**config.mk**
```make
export PLATFORM = sky130hd
export DESIGN_NAME = lesf_side
export DESIGN_NICKNAME = d
export VERILOG_FILES = /design/src/rtl/core/lesf_pkg.sv /design/src/rtl/core/lesf_side.sv
export SDC_FILE = /design/constraint.sdc
export NUM_CORES = 1
export LEC_CHECK = 0
export BUFFER_PORTS_ARGS = -buffer_cell sky130_fd_sc_hd__buf_4
export CORE_UTILIZATION = 50
export CTS_CLUSTER_SIZE = 10
export DETAILED_ROUTE_END_ITERATION = 7
export PLACE_DENSITY = 0.73
export REMOVE_ABC_BUFFERS = 1
export SETUP_SLACK_MARGIN = 0.02
export SLEW_MARGIN = 20
export SYNTH_ARGS = -nofsm -noshare
export SYNTH_HDL_FRONTEND = slang
export SYNTH_SLANG_ARGS = --single-unit
```
**constraint.sdc**
```tcl
create_clock -name clk -period 7.25 [get_ports clk]
set_input_delay 1.45 -clock clk [delete_from_list [all_inputs] [get_ports clk]]
set_output_delay 1.45 -clock clk [all_outputs]
set_load 0.02 [all_outputs]
```
**src/rtl/core/lesf_pkg.sv**
```systemverilog
`timescale 1ns / 1ps
`default_nettype none

package lesf_pkg;

    localparam int COL_W  = 10;
    localparam int ROW_W  = 10;
    localparam int SIDE_W = 11;
    localparam int DIM_W  = 11;
    localparam int CHAR_W = 8;
    localparam int CFG_IDX_W = 2;

    localparam logic [DIM_W-1:0]  MAX_COLS = 11'd1024;
    localparam logic [DIM_W-1:0]  MAX_ROWS = 11'd1024;
    localparam logic [CHAR_W-1:0] OBSTACLE_CHAR = 8'd111;

    typedef enum logic [CFG_IDX_W-1:0] {
        CFG_NUM_COLS = 2'd0,
        CFG_NUM_ROWS = 2'd1
    } cfg_idx_t;

    // one cell on its way from the position counters to the side stage
    typedef struct packed {
        logic             obstacle;
        logic [COL_W-1:0] col;
        logic [ROW_W-1:0] row;
        logic             col_nz;
        logic             row_nz;
        logic             last;
    } cell_item_t;

    typedef struct packed {
        logic              en;
        logic [COL_W-1:0]  addr;
        logic [SIDE_W-1:0] data;
    } lb_wr_t;

endpackage

`default_nettype wire

```
**src/rtl/core/lesf_side.sv**
```systemverilog
`timescale 1ns / 1ps
`default_nettype none

module lesf_side
    import lesf_pkg::*;
(
    input  wire logic               clk,
    input  wire logic               rst_n,
    input  wire logic               accept,
    input  wire cell_item_t         item,
    input  wire logic [SIDE_W-1:0]  up_rd,
    output lb_wr_t                  lb_wr,
    output logic                    can_take,
    output logic                    out_valid,
    input  wire logic               out_ready,
    output logic      [ROW_W-1:0]   best_row,
    output logic      [COL_W-1:0]   best_col,
    output logic      [SIDE_W-1:0]  best_size
);

    cell_item_t        s1_reg;
    logic              s1_valid_reg;
    logic              fwd_reg;
    logic [SIDE_W-1:0] fwd_data_reg;
    logic [SIDE_W-1:0] left_reg;
    logic [SIDE_W-1:0] diag_reg;
    logic [SIDE_W-1:0] best_side_reg;
    logic [SIDE_W-1:0] best_side_next;
    logic [ROW_W-1:0]  best_bot_reg;
    logic [ROW_W-1:0]  best_bot_next;
    logic [COL_W-1:0]  best_rc_reg;
    logic [COL_W-1:0]  best_rc_next;
    logic              out_valid_reg;
    logic [SIDE_W-1:0] out_side_reg;
    logic [ROW_W-1:0]  out_bot_reg;
    logic [COL_W-1:0]  out_rc_reg;
    logic              s1_fire;
    logic [SIDE_W-1:0] up;
    logic [SIDE_W-1:0] left;
    logic [SIDE_W-1:0] diag;
    logic [SIDE_W-1:0] m;
    logic [SIDE_W-1:0] side;
    logic [SIDE_W-1:0] row_calc;
    logic [SIDE_W-1:0] col_calc;

    always_comb
    begin
        s1_fire  = s1_valid_reg && (!s1_reg.last || !out_valid_reg || out_ready);
        can_take = !s1_valid_reg || s1_fire;

        up   = s1_reg.row_nz ? (fwd_reg ? fwd_data_reg : up_rd) : '0;
        left = s1_reg.col_nz ? left_reg : '0;
        diag = (s1_reg.row_nz && s1_reg.col_nz) ? diag_reg : '0;
        m    = (up < left) ? up : left;
        m    = (m < diag) ? m : diag;
        side = s1_reg.obstacle ? '0 : m + SIDE_W'(1);

        best_side_next = best_side_reg;
        best_bot_next  = best_bot_reg;
        best_rc_next   = best_rc_reg;
        if (side > best_side_reg)
        begin
            best_side_next = side;
            best_bot_next  = s1_reg.row;
            best_rc_next   = s1_reg.col;
        end

        lb_wr.en   = s1_fire;
        lb_wr.addr = s1_reg.col;
        lb_wr.data = side;
    end

    always_ff @(posedge clk or negedge rst_n)
    begin
        if (!rst_n)
        begin
            s1_valid_reg  <= 1'b0;
            best_side_reg <= '0;
            best_bot_reg  <= '0;
            best_rc_reg   <= '0;
            out_valid_reg <= 1'b0;
        end
        else
        begin
            if (accept)
            begin
                s1_valid_reg <= 1'b1;
            end
            else if (s1_fire)
            begin
                s1_valid_reg <= 1'b0;
            end

            if (s1_fire && s1_reg.last)
            begin
                out_valid_reg <= 1'b1;
            end
            else if (out_ready)
            begin
                out_valid_reg <= 1'b0;
            end

            if (s1_fire)
            begin
                if (s1_reg.last)
                begin
                    best_side_reg <= '0;
                    best_bot_reg  <= '0;
                    best_rc_reg   <= '0;
                end
                else
                begin
                    best_side_reg <= best_side_next;
                    best_bot_reg  <= best_bot_next;
                    best_rc_reg   <= best_rc_next;
                end
            end
        end
    end

    always_ff @(posedge clk)
    begin
        if (accept)
        begin
            s1_reg <= item;
            // write landing this cycle at the address being read
            fwd_reg      <= s1_fire && (s1_reg.col == item.col);
            fwd_data_reg <= side;
        end
        if (s1_fire)
        begin
            left_reg <= side;
            diag_reg <= up;
        end
        if (s1_fire && s1_reg.last)
        begin
            out_side_reg <= best_side_next;
            out_bot_reg  <= best_bot_next;
            out_rc_reg   <= best_rc_next;
        end
    end

    always_comb
    begin
        row_calc = SIDE_W'(out_bot_reg) + SIDE_W'(1) - out_side_reg;
        col_calc = SIDE_W'(out_rc_reg) + SIDE_W'(1) - out_side_reg;
        if (out_side_reg == '0)
        begin
            row_calc = '0;
            col_calc = '0;
        end
    end

    assign out_valid = out_valid_reg;
    assign best_row  = row_calc[ROW_W-1:0];
    assign best_col  = col_calc[COL_W-1:0];
    assign best_size = out_side_reg;

endmodule

`default_nettype wire

```
==> metrics <==
min Tclk post-route 7.83 ns; Pwr Density 476 nW/µm²; # nets final approximately 1.0k; die height between 100 and 150 µm; Crit Path Class input pin to output pin; Post-DRT Antenna Nets 0; worst-path maximum fanout 6; Synth area leader edfxtp_1; final hold violations 0; DR vias 6543; H-Tree Depth 4; Worst Tran Pin Value between 1 and 1.5 ns; first-pass GRT wire length between 30000 and 40000 µm; Post-CTS Hold Buffers 0; top_reg_cell synth edfxtp_1; Clock Latency Late Sink approximately 0.43 ns; final setup violation count just over 70; worst reg2reg path depth 38; Overflow after GRT 0; EDFF count, synth 89; synth-to-layout area growth 46.3%; FP Rows 43; fin util 0.761; Synthesis Warnings 0; Core Box Area 14100 µm²; setup_tns -29.10 ns; post-synthesis sequential area ratio 0.477; Avg Cell Area, Syn 10.5 µm²; Die Wd 123 µm; Leak 4.82 nW; DR vias/cell 5.88; final cell area excluding filler cells 10700 µm²; synth cell count leaders nand2_1 (124), edfxtp_1 (89), ha_1 (65), inv_1 (48), nor2_1 (40); fmax 128 MHz; CTS max path bufs 2; Initial DRC Count around 610; fin cells 1113; DRT Pass-1 Iters 5; Port Buffer Count 93; Synth area leaders edfxtp_1 (36%), dfrtp_1 (11%), ha_1 (11%), nand2_1 (6.3%), xnor2_1 (3.5%); HP Class register to register; max reg flops 14; initial antenna violation count 1; most common cell in the netlist nand2_1; RSZ-0062 raised after global routing true; fin crit share 1.08; Layout Skew 0.00927 ns; GPL Wtd Cong approximately 0.9; wire per inst 20.5 µm; area share of the largest cell type after synthesis 0.364; Root Driver clkbuf_16; status finished with violations; DRC violations left 0; maximum VDD drop 0.256 mV; routed wire length approximately 23000 µm; headroom to the max-slew limit 0.252; CTS tree built; Clock Sinks between 100 and 150; crit path DAT 6.38 ns; clk slew on worst S/H paths 0.07 ns; mapped cell area between 7000 and 8000 µm²; GRT Overall Usage 0.298; layout cells sized above 1 0.438; Post-DP Area 8710 µm²; Crit path required time 5.80 ns; asr flop ratio synth 0.270; # placed instances 1015; synth unique cells between 50 and 60; DIE AREA between 15000 and 20000 µm²; Starting Density 0.521; Final Max Tran Viols 0; vias in the first global route 6198; post-synthesis cell count 700; pin count of the biggest net entering global routing 38; Detailed Place HPWL roughly 14000 µm; Final WS setup -0.578 ns; diode count 0; max_cap viols 0; Yosys reg bits 122; critical path capture point type output pin; cts bufs inserted 17; failing checks setup timing; I/O pin count 94; crit start category input pin; WHS Path Cells 1
[layout make-up]
class                      count  area, µm²
sequential                   122       3500
fill                         861       3360
timing repair buffer         236       2060
inverter                      49        194
clock buffer                  17        425
multi-input combinational    494       4170
tap                          180        225
clock inverter                15        155
[layer usage]
metal,vias to the layer above,global-route usage,wire length (µm)
met5,-,0,0
met4,0,0.0941,637
met3,51,0.0572,1510
met2,280,0.475,11100
met1,3262,0.410,9550
li1,2950,-,-
[cell usage in the layout (no fill, tap or decap), types with 8 or more instances in the layout]
| master | synthesis | layout |
|---|---|---|
| nor2b_1 | 11 | 8 |
| clkbuf_16 | 0 | 19 |
| o21ai_2 | 0 | 10 |
| xnor2_1 | 29 | 28 |
| edfxtp_1 | 89 | 89 |
| ha_4 | 0 | 14 |
| buf_6 | 2 | 39 |
| dfrtp_1 | 33 | 33 |
| buf_4 | 12 | 188 |
| a21oi_2 | 0 | 10 |
| a21oi_1 | 23 | 12 |
| a21o_1 | 18 | 17 |
| nand4_1 | 8 | 8 |
| o21ai_1 | 2 | 11 |
| nand2_1 | 124 | 94 |
| mux2_2 | 17 | 9 |
| nand2_2 | 0 | 21 |
| inv_1 | 48 | 39 |
| nor2_1 | 40 | 31 |
| mux2_4 | 1 | 9 |
| ha_1 | 65 | 51 |
| nand2_4 | 0 | 9 |
| nand3_1 | 15 | 13 |
| a22o_1 | 22 | 22 |
[stage by stage]
step	hold WS [ns]	power (mW)	setup slack (ns)
floorplan	0.461	2.36	-1.92
global placement	0.487	3.28	-0.888
detailed placement	0.494	3.36	-1.11
CTS	0.509	4.82	-0.374
global route	0.516	5.35	-0.693
finish	0.507	5.11	-0.578
[path summary, 6_finish.rpt]
check	startpoint	endpoint	slack (ns)
hold reg to reg	best_bot_reg[1]	best_bot_reg[1]	0.51
setup / recovery	up_rd[6]	lb_wr[10]	-0.58
setup reg to reg	fwd_reg	best_size[7]	-0.15
min in group asynchronous	rst_n	best_bot_reg[1]	0.98
max in group asynchronous	rst_n	best_side_reg[6]	5.93
hold / removal	best_bot_reg[1]	best_bot_reg[1]	0.51
[cells by family (layout without fill, tap and decap cells)]
family	after synthesis	count (layout)	share of synthesized area
flip-flops	122	122	0.477
multiplexers	30	30	0.0462
adder cells (fa/ha/maj)	67	67	0.116
XOR/XNOR	35	35	0.0418
AO/OA/AOI/OAI	128	129	0.126
AND/OR/NAND/NOR	233	233	0.141
buffers and inverters	85	317	0.0520
[timing repair]
item	in CTS	in global routing
setup buffers	43	22
gates cloned	6	1
hold endpoints to repair	0	0
resized for setup	137	80
pin swaps	46	58
endpoints found under the setup margin	73	73
[where the power goes]
group	switching, mW	internal, mW
clock	0.380	0.458
combinational	1.64	1.55
sequential	0.104	0.970
[critical path, cell delays in order]
cell       delay [ns]
buf_4            0.11
mux2_2           0.25
nand2_1          0.07
inv_1            0.10
ha_4             0.27
a21oi_2          0.17
nor2b_4          0.06
or3_4            0.35
a21oi_4          0.17
buf_6            0.17
buf_6            0.11
a21o_1           0.17
ha_4             0.22
o21a_1           0.18
o21a_1           0.17
o21a_1           0.18
a21o_1           0.22
a2111oi_4        0.40
nand2_1          0.14
o21ai_2          0.10
ha_4             0.18
clkinv_4         0.10
or4b_4           0.57
o311ai_4         0.09
nor2_2           0.08
buf_6            0.17
buf_6            0.12
Power figures use the tool's default switching activity.
