<file path="config.mk">
export PLATFORM = sky130hd
export DESIGN_NAME = lesf_scan
export DESIGN_NICKNAME = d
export VERILOG_FILES = /design/src/rtl/core/lesf_pkg.sv /design/src/rtl/core/lesf_scan.sv
export SDC_FILE = /design/constraint.sdc
export NUM_CORES = 1
export LEC_CHECK = 0
export BUFFER_PORTS_ARGS = -buffer_cell sky130_fd_sc_hd__buf_2
export CAP_MARGIN = 30
export CORE_MARGIN = 2
export CORE_UTILIZATION = 57
export CTS_CLUSTER_SIZE = 30
export DETAILED_ROUTE_END_ITERATION = 6
export PLACE_DENSITY = 0.77
export SLEW_MARGIN = 20
export SYNTH_ARGS = -nofsm -noshare
export SYNTH_HDL_FRONTEND = slang
export SYNTH_SLANG_ARGS = --single-unit
</file>
<file path="constraint.sdc">
create_clock -name clk -period 8.1 [get_ports clk]
set_clock_uncertainty 0.15 [all_clocks]
set_input_delay 1.62 -clock clk [delete_from_list [all_inputs] [get_ports clk]]
set_output_delay 1.62 -clock clk [all_outputs]
set_load 0.01 [all_outputs]
</file>
<file path="src/rtl/core/lesf_pkg.sv">
`timescale 1ns / 1ps
`default_nettype none

package lesf_pkg;

    localparam int COL_W  = 10;
    localparam int ROW_W  = 10;
    localparam int SIDE_W = 11;
    localparam int DIM_W  = 11;
    localparam int CHAR_W = 8;
    localparam int CFG_IDX_W = 2;

    localparam logic [DIM_W-1:0]  MAX_COLS = 11'd1024;
    localparam logic [DIM_W-1:0]  MAX_ROWS = 11'd1024;
    localparam logic [CHAR_W-1:0] OBSTACLE_CHAR = 8'd111;

    typedef enum logic [CFG_IDX_W-1:0] {
        CFG_NUM_COLS = 2'd0,
        CFG_NUM_ROWS = 2'd1
    } cfg_idx_t;

    // one cell on its way from the position counters to the side stage
    typedef struct packed {
        logic             obstacle;
        logic [COL_W-1:0] col;
        logic [ROW_W-1:0] row;
        logic             col_nz;
        logic             row_nz;
        logic             last;
    } cell_item_t;

    typedef struct packed {
        logic              en;
        logic [COL_W-1:0]  addr;
        logic [SIDE_W-1:0] data;
    } lb_wr_t;

endpackage

`default_nettype wire

</file>
<file path="src/rtl/core/lesf_scan.sv">
`timescale 1ns / 1ps
`default_nettype none

module lesf_scan
    import lesf_pkg::*;
(
    input  wire logic                 clk,
    input  wire logic                 rst_n,
    input  wire logic                 cfg_valid,
    input  wire logic [CFG_IDX_W-1:0] cfg_index,
    input  wire logic [DIM_W-1:0]     cfg_data,
    input  wire logic                 accept,
    input  wire logic [CHAR_W-1:0]    cell_char,
    output cell_item_t                item
);

    logic [DIM_W-1:0] num_cols_reg;
    logic [DIM_W-1:0] num_rows_reg;
    logic [COL_W-1:0] col_reg;
    logic [COL_W-1:0] col_next;
    logic [ROW_W-1:0] row_reg;
    logic [ROW_W-1:0] row_next;
    logic [DIM_W-1:0] cols;
    logic [DIM_W-1:0] rows;
    logic             row_end;
    logic             map_end;

    always_ff @(posedge clk or negedge rst_n)
    begin
        if (!rst_n)
        begin
            num_cols_reg <= MAX_COLS;
            num_rows_reg <= MAX_ROWS;
        end
        else if (cfg_valid)
        begin
            case (cfg_idx_t'(cfg_index))
                CFG_NUM_COLS: num_cols_reg <= cfg_data;
                CFG_NUM_ROWS: num_rows_reg <= cfg_data;
                default: ;
            endcase
        end
    end

    always_comb
    begin
        cols = num_cols_reg;
        if (num_cols_reg == '0)
        begin
            cols = DIM_W'(1);
        end
        else if (num_cols_reg > MAX_COLS)
        begin
            cols = MAX_COLS;
        end
        rows = num_rows_reg;
        if (num_rows_reg == '0)
        begin
            rows = DIM_W'(1);
        end
        else if (num_rows_reg > MAX_ROWS)
        begin
            rows = MAX_ROWS;
        end

        row_end = (DIM_W'(col_reg) + DIM_W'(1)) >= cols;
        map_end = row_end && ((DIM_W'(row_reg) + DIM_W'(1)) >= rows);

        col_next = col_reg;
        row_next = row_reg;
        if (accept)
        begin
            if (map_end)
            begin
                col_next = '0;
                row_next = '0;
            end
            else if (row_end)
            begin
                col_next = '0;
                row_next = row_reg + ROW_W'(1);
            end
            else
            begin
                col_next = col_reg + COL_W'(1);
            end
        end

        item.obstacle = (cell_char == OBSTACLE_CHAR);
        item.col      = col_reg;
        item.row      = row_reg;
        item.col_nz   = (col_reg != '0);
        item.row_nz   = (row_reg != '0);
        item.last     = map_end;
    end

    always_ff @(posedge clk or negedge rst_n)
    begin
        if (!rst_n)
        begin
            col_reg <= '0;
            row_reg <= '0;
        end
        else
        begin
            col_reg <= col_next;
            row_reg <= row_next;
        end
    end

endmodule

`default_nettype wire

</file>
==> impl_metrics.yaml, run 1 <==
sta:
  clock.fmax_ghz: 0.197
  setup_tns_ps: 0
  fin_crit_sh: 0.627
  finalCriticalPeriod_ps: 5080
  hold_viol_final: 0
  slew_headroom: 0.340
  setup_viol: 0
  drv_slew: 0
  worstMarginPinSlew_ps: 991
  rsz0062_at_grt: "false"
place:
  place_hpwl_um: 4190
  port_buffers: 48
  gp_congestion: 0.786
  placed_area_um2: 2970
worst_setup_path:
  crit_type: "register to primary output"
  worstPathRequired_ps: 6330
  rrSetupSlack_ps: 4550
  cp-end-kind: "primary output"
  critPathMaxFanout: 11
  worstPathArrival_ps: 3310
  startpoint_type: "register"
global_route:
  grt_pass1_vias: 2059
  grt_max_degree: 43
  grt_pass1_wl_um: 9340
  grt_usage: 0.225
  antenna_found_initial: 0
  grt_overflow_total: 0
outcome:
  status: "finished, final reports clean"
logic_synthesis:
  synth_edf_count: 0
  synth_async_sr_flop_share: 1.00
  synth_cell_types: 43
  yosysTopAreaCellShare: 0.369
  ys_warn_count: 0
  synth_nets: 332
  synth.most_common_cell: "dfrtp_1"
  synthFlopType: "dfrtp_1"
  synth_common_cells: "dfrtp_1, nand2_1, ha_1"
  synth-seq-cells: 42
  syn_area_um2: 2720
  ys_seq_area_frac: 0.388
  netlist_instances: 281
  yosysTopAreaCell: "dfrtp_1"
  netlist_top_cells_area: "dfrtp_1, ha_1, mux2_2"
  syn_area_per_cell_um2: 9.66
flow_run:
  maxCapViolations: 0
floorplanning:
  die_h_um: 73.0
  core-area_um2: 4660
  start_util: 0.583
  dieWidth_um: 73.0
  io_pins: 49
  dieArea_um2: 5330
  num_rows: 25
detailed_routing:
  wl_per_cell_um: 14.5
  drc: 0
  vias: 2207
  first_pass_iters: 4
  drt-total-wl_um: 5550
  dr.first_iter.drc_count: 196
  via_per_inst: 5.76
  ant_nets: 0
clocking:
  cts_resized: 0
  cts-root-buf: "clkbuf_8"
  insertion_delay_ps: 300
  postCtsSetupBuffers: 0
  htreeDepth: 2
  clk_pin_slew_worst_paths_ps: 80
  cts_buffer_depth: 2
  cts_hold_buffers: 0
  cts_tree: "built"
  cts-buffers-inserted: 5
  numClockSinks: 42
final_layout:
  drive_gt1_frac: 0.280
  area_delta_synth_final_pct: 14.5
  multi_input_area_um2: 1530
  final_util: 0.667
  fin_nets: 379
  fillerInstances: 352
  diodes: 0
  stdcell_area_um2: 3110
  regArea_um2: 1050
power_and_ir_drop:
  p_leak_uw: 0.00150
  power.total_uw: 889
  power_per_cell_area_nw_per_um2: 286
  ir_drop_mv: 0.131
min_path:
  hold_class: "register to register"
metal layers:
layer  part of all wire  wire [um]  track usage
met4              0.013         72       0.0617
met5                  0          0            0
met1               0.50       2750        0.330
met2               0.45       2490        0.338
met3              0.042        235       0.0442
final timing paths:
check,startpoint,endpoint,cells past startpoint
max,col_reg[0],item[0],10
min,num_cols_reg[0],num_cols_reg[0],1
max reg2reg,col_reg[0],row_reg[0],10
min reg2reg,num_cols_reg[0],num_cols_reg[0],1
max in group asynchronous,rst_n,num_cols_reg[10],2
min in group asynchronous,rst_n,num_rows_reg[7],1
worst max-delay path, stage by stage, from the launching register on:
cell,delay [ps]
dfrtp_1,440
ha_1,230
nand4_1,160
nor4_1,350
ha_1,320
a21oi_1,140
o21ai_0,100
a21oi_1,770
nand2_1,150
and2_1,210
buf_2,130
area by class of cell:
| type | instances | share of cell area |
|---|---|---|
| multi-input combinational | 210 | 0.493 |
| timing repair buffer | 50 | 0.0885 |
| sequential | 42 | 0.339 |
| clock inverter | 3 | 0.0129 |
| inverter | 19 | 0.0229 |
| tap | 54 | 0.0217 |
| clock buffer | 5 | 0.0221 |
cells in the final DEF (no fill, tap or decap), types with 4 or more instances in the layout:
cell type,netlist,routed
a21oi_1,11,11
a22o_1,4,4
buf_2,4,48
clkbuf_8,0,5
dfrtp_1,40,40
ha_1,26,26
inv_1,18,18
mux2_2,21,21
nand2_1,34,34
nand3_1,8,8
nand4_1,17,17
nor2_1,11,11
nor2b_1,5,5
nor3_1,4,4
nor4_1,7,7
o21ai_0,22,22
xnor2_1,10,10
xor2_1,5,5
where the power goes:
group	switching [uW]	leakage, uW	internal, uW
registers	62.9	0.000524	263
logic	225	0.000916	172
clock network	75.7	0.0000579	90.8
total	363	0.00150	526
cells by family (layout without fill, tap and decap cells):
| logic type | Yosys count | count (layout) | share of synthesized area |
|---|---|---|---|
| compound gates | 45 | 45 | 0.103 |
| xor+xnor | 16 | 16 | 0.0544 |
| fa+ha+maj | 26 | 26 | 0.120 |
| buf+inv | 29 | 77 | 0.0475 |
| flops | 42 | 42 | 0.388 |
| mux | 22 | 22 | 0.0908 |
| simple gates | 101 | 101 | 0.197 |
through the flow:
step / hold slack, ps / worst slack (ps) / instances
3_3_place_gp: 358 / 3530 / 374
4_1_cts: 380 / 3070 / 382
6_report: 384 / 3020 / 383
3_5_place_dp: 361 / 3420 / 374
2_1_floorplan: 331 / 3810 / 281
5_1_grt: 392 / 2840 / 383
(Power assumes the default switching activity.)
==> inputs of run 2 (changes only) <==
--- a/config.mk
+++ b/config.mk
@@ -5,6 +5,7 @@
 export SDC_FILE = /design/constraint.sdc
 export NUM_CORES = 1
 export LEC_CHECK = 0
+export ABC_AREA = 1
 export BUFFER_PORTS_ARGS = -buffer_cell sky130_fd_sc_hd__buf_2
 export CAP_MARGIN = 30
 export CORE_MARGIN = 2
==> constraint.sdc (replaced) <==
create_clock -name clk -period 4.9 [get_ports clk]
set_clock_uncertainty 0.15 [all_clocks]
set_input_delay 0.98 -clock clk [delete_from_list [all_inputs] [get_ports clk]]
set_output_delay 0.98 -clock clk [all_outputs]
set_load 0.01 [all_outputs]
==> run 2 against run 1 <==
- first-iteration DRC count fell by 35%
- cell area grew 8.7%
- final cell count is 36% higher
- via count rose by 17%
- critical path type unchanged
- largest cell class unchanged
- largest power group unchanged
==> impl_metrics.yaml, run 2 <==
outcome:
  status: "finished, final reports clean"
final_layout:
  layout_common_cells: "nand2_1, inv_1, buf_2, dfrtp_1, o21ai_0"
  fillerInstances: 483
  layout_commonest_cell: "nand2_1"
  diodes: 0
  fin_cells: 519
  drive_gt1_frac: 0.185
  area_delta_synth_final_pct: 13.6
  fin_nets: 499
power_and_ir_drop:
  power.total_uw: 1610
  ir_drop_mv: 0.268
  power_per_cell_area_nw_per_um2: 477
  p_leak_uw: 0.00196
global_route:
  antenna_found_initial: 0
  grt_overflow_total: 0
  grt_pass1_wl_um: 10600
  grt_max_degree: 43
  grt_usage: 0.226
  grt_pass1_vias: 2391
clocking:
  htreeDepth: 2
  cts-root-buf: "clkbuf_8"
  cts_hold_buffers: 0
  cts_resized: 0
  postCtsSetupBuffers: 0
  insertion_delay_ps: 300
  cts_tree: "built"
  clk_pin_slew_worst_paths_ps: 80
  numClockSinks: 42
  cts-buffers-inserted: 5
  cts_buffer_depth: 2
detailed_routing:
  drt-total-wl_um: 5980
  dr_wl_met2_um: 2690
  vias: 2577
  met1Wirelength_um: 2890
  drc: 0
  first_pass_iters: 4
  top_layer: "met4"
  dr.first_iter.drc_count: 128
  ant_nets: 0
  wl_met3_um: 304
  via_per_inst: 4.97
  wl_per_cell_um: 11.5
sta:
  hold_viol_final: 0
  slew_headroom: 0.576
  rsz0062_at_grt: "false"
  finalCriticalPeriod_ps: 4050
  setup_tns_ps: 0
  worstMarginPinSlew_ps: 634
  setup_viol: 0
  fin_crit_sh: 0.828
  drv_slew: 0
  fin_hold_ws_ps: 338
  clock.fmax_ghz: 0.247
worst_setup_path:
  critPathMaxFanout: 11
  worstPathRequired_ps: 3770
  worstPathArrival_ps: 2920
  crit_type: "register to primary output"
  startpoint_type: "register"
  cp-end-kind: "primary output"
floorplanning:
  dieWidth_um: 76.3
  io_pins: 49
  start_util: 0.586
  dieArea_um2: 5810
  core-area_um2: 5070
  die_h_um: 76.3
  num_rows: 26
logic_synthesis:
  netlist_top_cells_area: "dfrtp_1, nand2_1, ha_1"
  netlist_instances: 400
  ys_warn_count: 0
  syn_area_per_cell_um2: 7.44
  ys_seq_area_frac: 0.354
  yosysTopAreaCell: "dfrtp_1"
  yosysTopAreaCellShare: 0.336
  synth_edf_count: 0
  synth_nets: 451
  synth_common_cells: "nand2_1, inv_1, dfrtp_1"
  synth_cell_types: 33
  synthFlopType: "dfrtp_1"
  synth-seq-cells: 42
  syn_area_um2: 2980
  synth.most_common_cell: "nand2_1"
  synth_async_sr_flop_share: 1.00
flow_run:
  maxCapViolations: 0
min_path:
  hold_class: "register to register"
place:
  place_hpwl_um: 4750
  gp_congestion: 0.836
  dpl.cell_count: 510
  port_buffers: 48
==> run 2: worst paths after layout <==
check / from / end / slack (ps) / cells after the start
worst min-delay path: num_rows_reg[0] / num_rows_reg[0] / 340 / 2
worst min register to register: num_rows_reg[0] / num_rows_reg[0] / 340 / 2
worst max-delay path: col_reg[0] / item[0] / 850 / 16
min in group asynchronous: rst_n / num_cols_reg[1] / 510 / 1
max in group asynchronous: rst_n / row_reg[1] / 3610 / 2
worst max register to register: col_reg[0] / row_reg[1] / 1940 / 17
==> run 2: final cells by class <==
cell class                      instances  area [um^2]  area share
Multi-Input combinational cell        286         1640       0.485
Sequential cell                        42         1050       0.312
Inverter                               64          240      0.0711
Tap cell                               70         87.6      0.0259
Clock inverter                          1         5.00     0.00148
Clock buffer                            7         86.3      0.0255
Timing Repair Buffer                   49          268      0.0792
==> run 2: power by group <==
| group | internal [uW] | switching [uW] |
|---|---|---|
| registers | 428 | 94.3 |
| clock network | 114 | 119 |
| logic | 334 | 522 |
| total | 876 | 736 |
==> run 2: through the flow <==
| step | utilization | setup WS (ps) | cell area, um^2 |
|---|---|---|---|
| 6_report | 0.666 | 845 | 3380 |
| 5_1_grt | 0.666 | 582 | 3380 |
| 4_1_cts | 0.661 | 851 | 3350 |
| 3_5_place_dp | 0.643 | 1200 | 3260 |
| 3_3_place_gp | 0.643 | 1270 | 3260 |
| 2_1_floorplan | - | 1500 | 2980 |
==> run 2: worst max-delay path, stage by stage, from the launching register on <==
cell	delay (ps)
dfrtp_1	570
ha_1	250
nand3_1	110
nor2_1	140
nand3_1	140
xor2_1	230
inv_1	70
ha_1	310
nand2_1	100
inv_1	50
nand2_1	60
nor2_1	40
nand2_1	60
nand2_2	110
nor2_8	190
nor2_1	70
buf_2	140
==> run 2: cells by family (layout without fill, tap and decap cells) <==
family | Yosys count | after routing | synth area share
flops | 42 | 42 | 0.354
buf+inv | 72 | 121 | 0.0946
fa+ha+maj | 26 | 26 | 0.109
compound gates | 46 | 46 | 0.0997
simple gates | 205 | 205 | 0.316
xor+xnor | 9 | 9 | 0.0265
==> run 2: layer usage <==
layer / GRT usage / up-vias
met5: 0 / -
met4: 0.0800 / 0
met3: 0.0438 / 8
met2: 0.368 / 66
met1: 0.302 / 1130
li1: - / 1373
==> inputs of run 3 (changes only) <==
--- a/config.mk
+++ b/config.mk
@@ -9,10 +9,10 @@
 export BUFFER_PORTS_ARGS = -buffer_cell sky130_fd_sc_hd__buf_2
 export CAP_MARGIN = 30
 export CORE_MARGIN = 2
-export CORE_UTILIZATION = 57
+export CORE_UTILIZATION = 51
 export CTS_CLUSTER_SIZE = 30
 export DETAILED_ROUTE_END_ITERATION = 6
-export PLACE_DENSITY = 0.77
+export PLACE_DENSITY = 0.72
 export SLEW_MARGIN = 20
 export SYNTH_ARGS = -nofsm -noshare
 export SYNTH_HDL_FRONTEND = slang
==> constraint.sdc (replaced) <==
create_clock -name clk -period 3.55 [get_ports clk]
set_clock_uncertainty 0.15 [all_clocks]
set_input_delay 0.71 -clock clk [delete_from_list [all_inputs] [get_ports clk]]
set_output_delay 0.71 -clock clk [all_outputs]
set_load 0.01 [all_outputs]
==> run 3 against run 2 <==
- critical path depth is the same
- power rose by 51%
- core utilization fell by 1.6 points
- cell area grew 7.1%
- die area up 11%
- routed wire length grew 12%
- clock power is 39% higher
- non-clock buffer count is 13 higher
- combinational power rose by 64%
- sequential share of layout area is 2.0 points lower
- worst setup slack worse by 730 ps
- register-to-register slack lost 1100 ps
- critical path type unchanged
- critical endpoint unchanged
- largest cell class unchanged
- largest power group unchanged
- highest routed layer unchanged
==> impl_metrics.yaml, run 3 (synthesis results as in run 2) <==
place:
  pre_cts_ws_ps: 244
  place_hpwl_um: 4880
  port_buffers: 48
  gp_congestion: 0.859
  placed_area_um2: 3280
worst_setup_path:
  crit_type: "register to primary output"
  r2r-start: "col_reg[1]"
  worstSetupStartpoint: "col_reg[1]"
  reg2reg_depth: 17
  worstPathRequired_ps: 2690
  critPathMaxFanout: 4
  worstPathArrival_ps: 2580
  cp_slowest_stage_delay_ps: 410
  cp_slowest_cell: "dfrtp_1"
  cp-end-kind: "primary output"
  startpoint_type: "register"
  path_cells: "ha_2 -> nand3_4 -> nor2_4 -> nand3_2 -> xor2_1 -> inv_1 -> ha_4 -> nand2_2 -> inv_1 -> nand2_1 -> nor2_1 -> nand2_1 -> nand2_4 -> nor2_8 -> nor2_2 -> buf_2"
floorplanning:
  die_h_um: 80.4
  io_pins: 49
  num_rows: 27
  dieArea_um2: 6460
  core-area_um2: 5570
  dieWidth_um: 80.4
  start_util: 0.534
global_route:
  grt_usage: 0.215
  use_met2: 0.350
  grt_max_degree: 43
  grt.met1_usage: 0.297
  grt_overflow_total: 0
  grt_busiest_layer: "met2"
  grt_pass1_wl_um: 11100
  grt_pass1_vias: 2469
  grt.met3_usage: 0.0360
  antenna_found_initial: 0
power_and_ir_drop:
  power.total_uw: 2440
  ir_drop_mv: 0.359
  p_leak_uw: 0.00203
  power_per_cell_area_nw_per_um2: 674
detailed_routing:
  wl_per_cell_um: 12.5
  drt-total-wl_um: 6710
  dr.first_iter.drc_count: 144
  vias: 2727
  first_pass_iters: 5
  ant_nets: 0
  via_per_inst: 5.10
  drc: 0
sta:
  drv_slew: 0
  worstMarginPinSlew_ps: 643
  setup_viol: 0
  clock.fmax_ghz: 0.291
  fin_crit_sh: 0.969
  slew_headroom: 0.570
  finalCriticalPeriod_ps: 3440
  fin_ws_ps: 111
  hold_viol_final: 0
clocking:
  htreeDepth: 2
  cts-buffers-inserted: 5
  insertion_delay_ps: 300
  cts_tree: "built"
  cts-root-buf: "clkbuf_8"
  clk_pin_slew_worst_paths_ps: 90
  numClockSinks: 42
  cts_buffer_depth: 2
final_layout:
  diodes: 0
  layout_common_cells: "nand2_1, inv_1, buf_2, dfrtp_1, o21ai_0"
  stdcell_area_um2: 3620
  layout_commonest_cell: "nand2_1"
  drive_gt1_frac: 0.263
  fin_nets: 513
  area_delta_synth_final_pct: 21.7
flow_run:
  maxCapViolations: 0
min_path:
  hold_class: "input port to async pin"
outcome:
  status: "finished, final reports clean"
==> run 3: cell count changes in the layout (fill, tap and decap cells not counted), sizes merged <==
cell	change
or2	+1
buf	+13
==> run 3: power by group <==
group          internal, uW  leakage [uW]  switching, uW
registers               593      0.000525            119
logic                   568       0.00146            837
clock network           157     0.0000482            167
==> run 3: area by class of cell <==
type / instances / area, um^2
fill: 519 / 1950
timing repair buffer: 62 / 365
tap: 72 / 90.1
sequential: 42 / 1060
multi-input combinational: 287 / 1780
inverter: 64 / 240
clock buffer: 7 / 86.3
clock inverter: 1 / 5.00
==> run 3: metal layers <==
| layer | vias to the layer above | share of wire | routed length, um |
|---|---|---|---|
| met3 | 9 | 0.043 | 289 |
| met1 | 1255 | 0.47 | 3140 |
| met2 | 69 | 0.48 | 3230 |
| met4 | 0 | 0.0073 | 49 |
| li1 | 1394 | - | - |
| met5 | - | 0 | 0 |
==> run 3: path summary, 6_finish.rpt <==
kind	endpoint	slack (ps)
setup / recovery	item[0]	110
max in group asynchronous	num_cols_reg[10]	2480
hold / removal	num_cols_reg[1]	220
min in group clk	num_rows_reg[0]	340
hold reg to reg	num_rows_reg[0]	340
setup reg to reg	col_reg[4]	830
==> run 3: worst max-delay path, delay by kind of cell, from the launching register on <==
kind	cells	cell delay, ps
adder cells (fa/ha/maj)	2	510
buffers and inverters	3	290
XOR/XNOR	1	190
flip-flops	1	410
AND/OR/NAND/NOR	10	880
==> run 3: what timing repair did <==
action                                  in CTS  in global routing
gates cloned                                 0                  1
endpoints found under the setup margin       1                  1
buffers inserted                             3                  8
resized for setup                            1                 31
pin swaps                                    0                 13
hold buffers                                 0                  0
==> run 3: metrics by stage <==
stage	setup TNS, ps	utilization	hold slack [ps]	std cells
final	0	0.650	224	535
after global routing	-42.6	0.650	259	535
after CTS	0	0.609	344	525
after detailed placement	0	0.588	325	514
after global placement	0	0.588	323	514
after floorplan	0	-	264	400
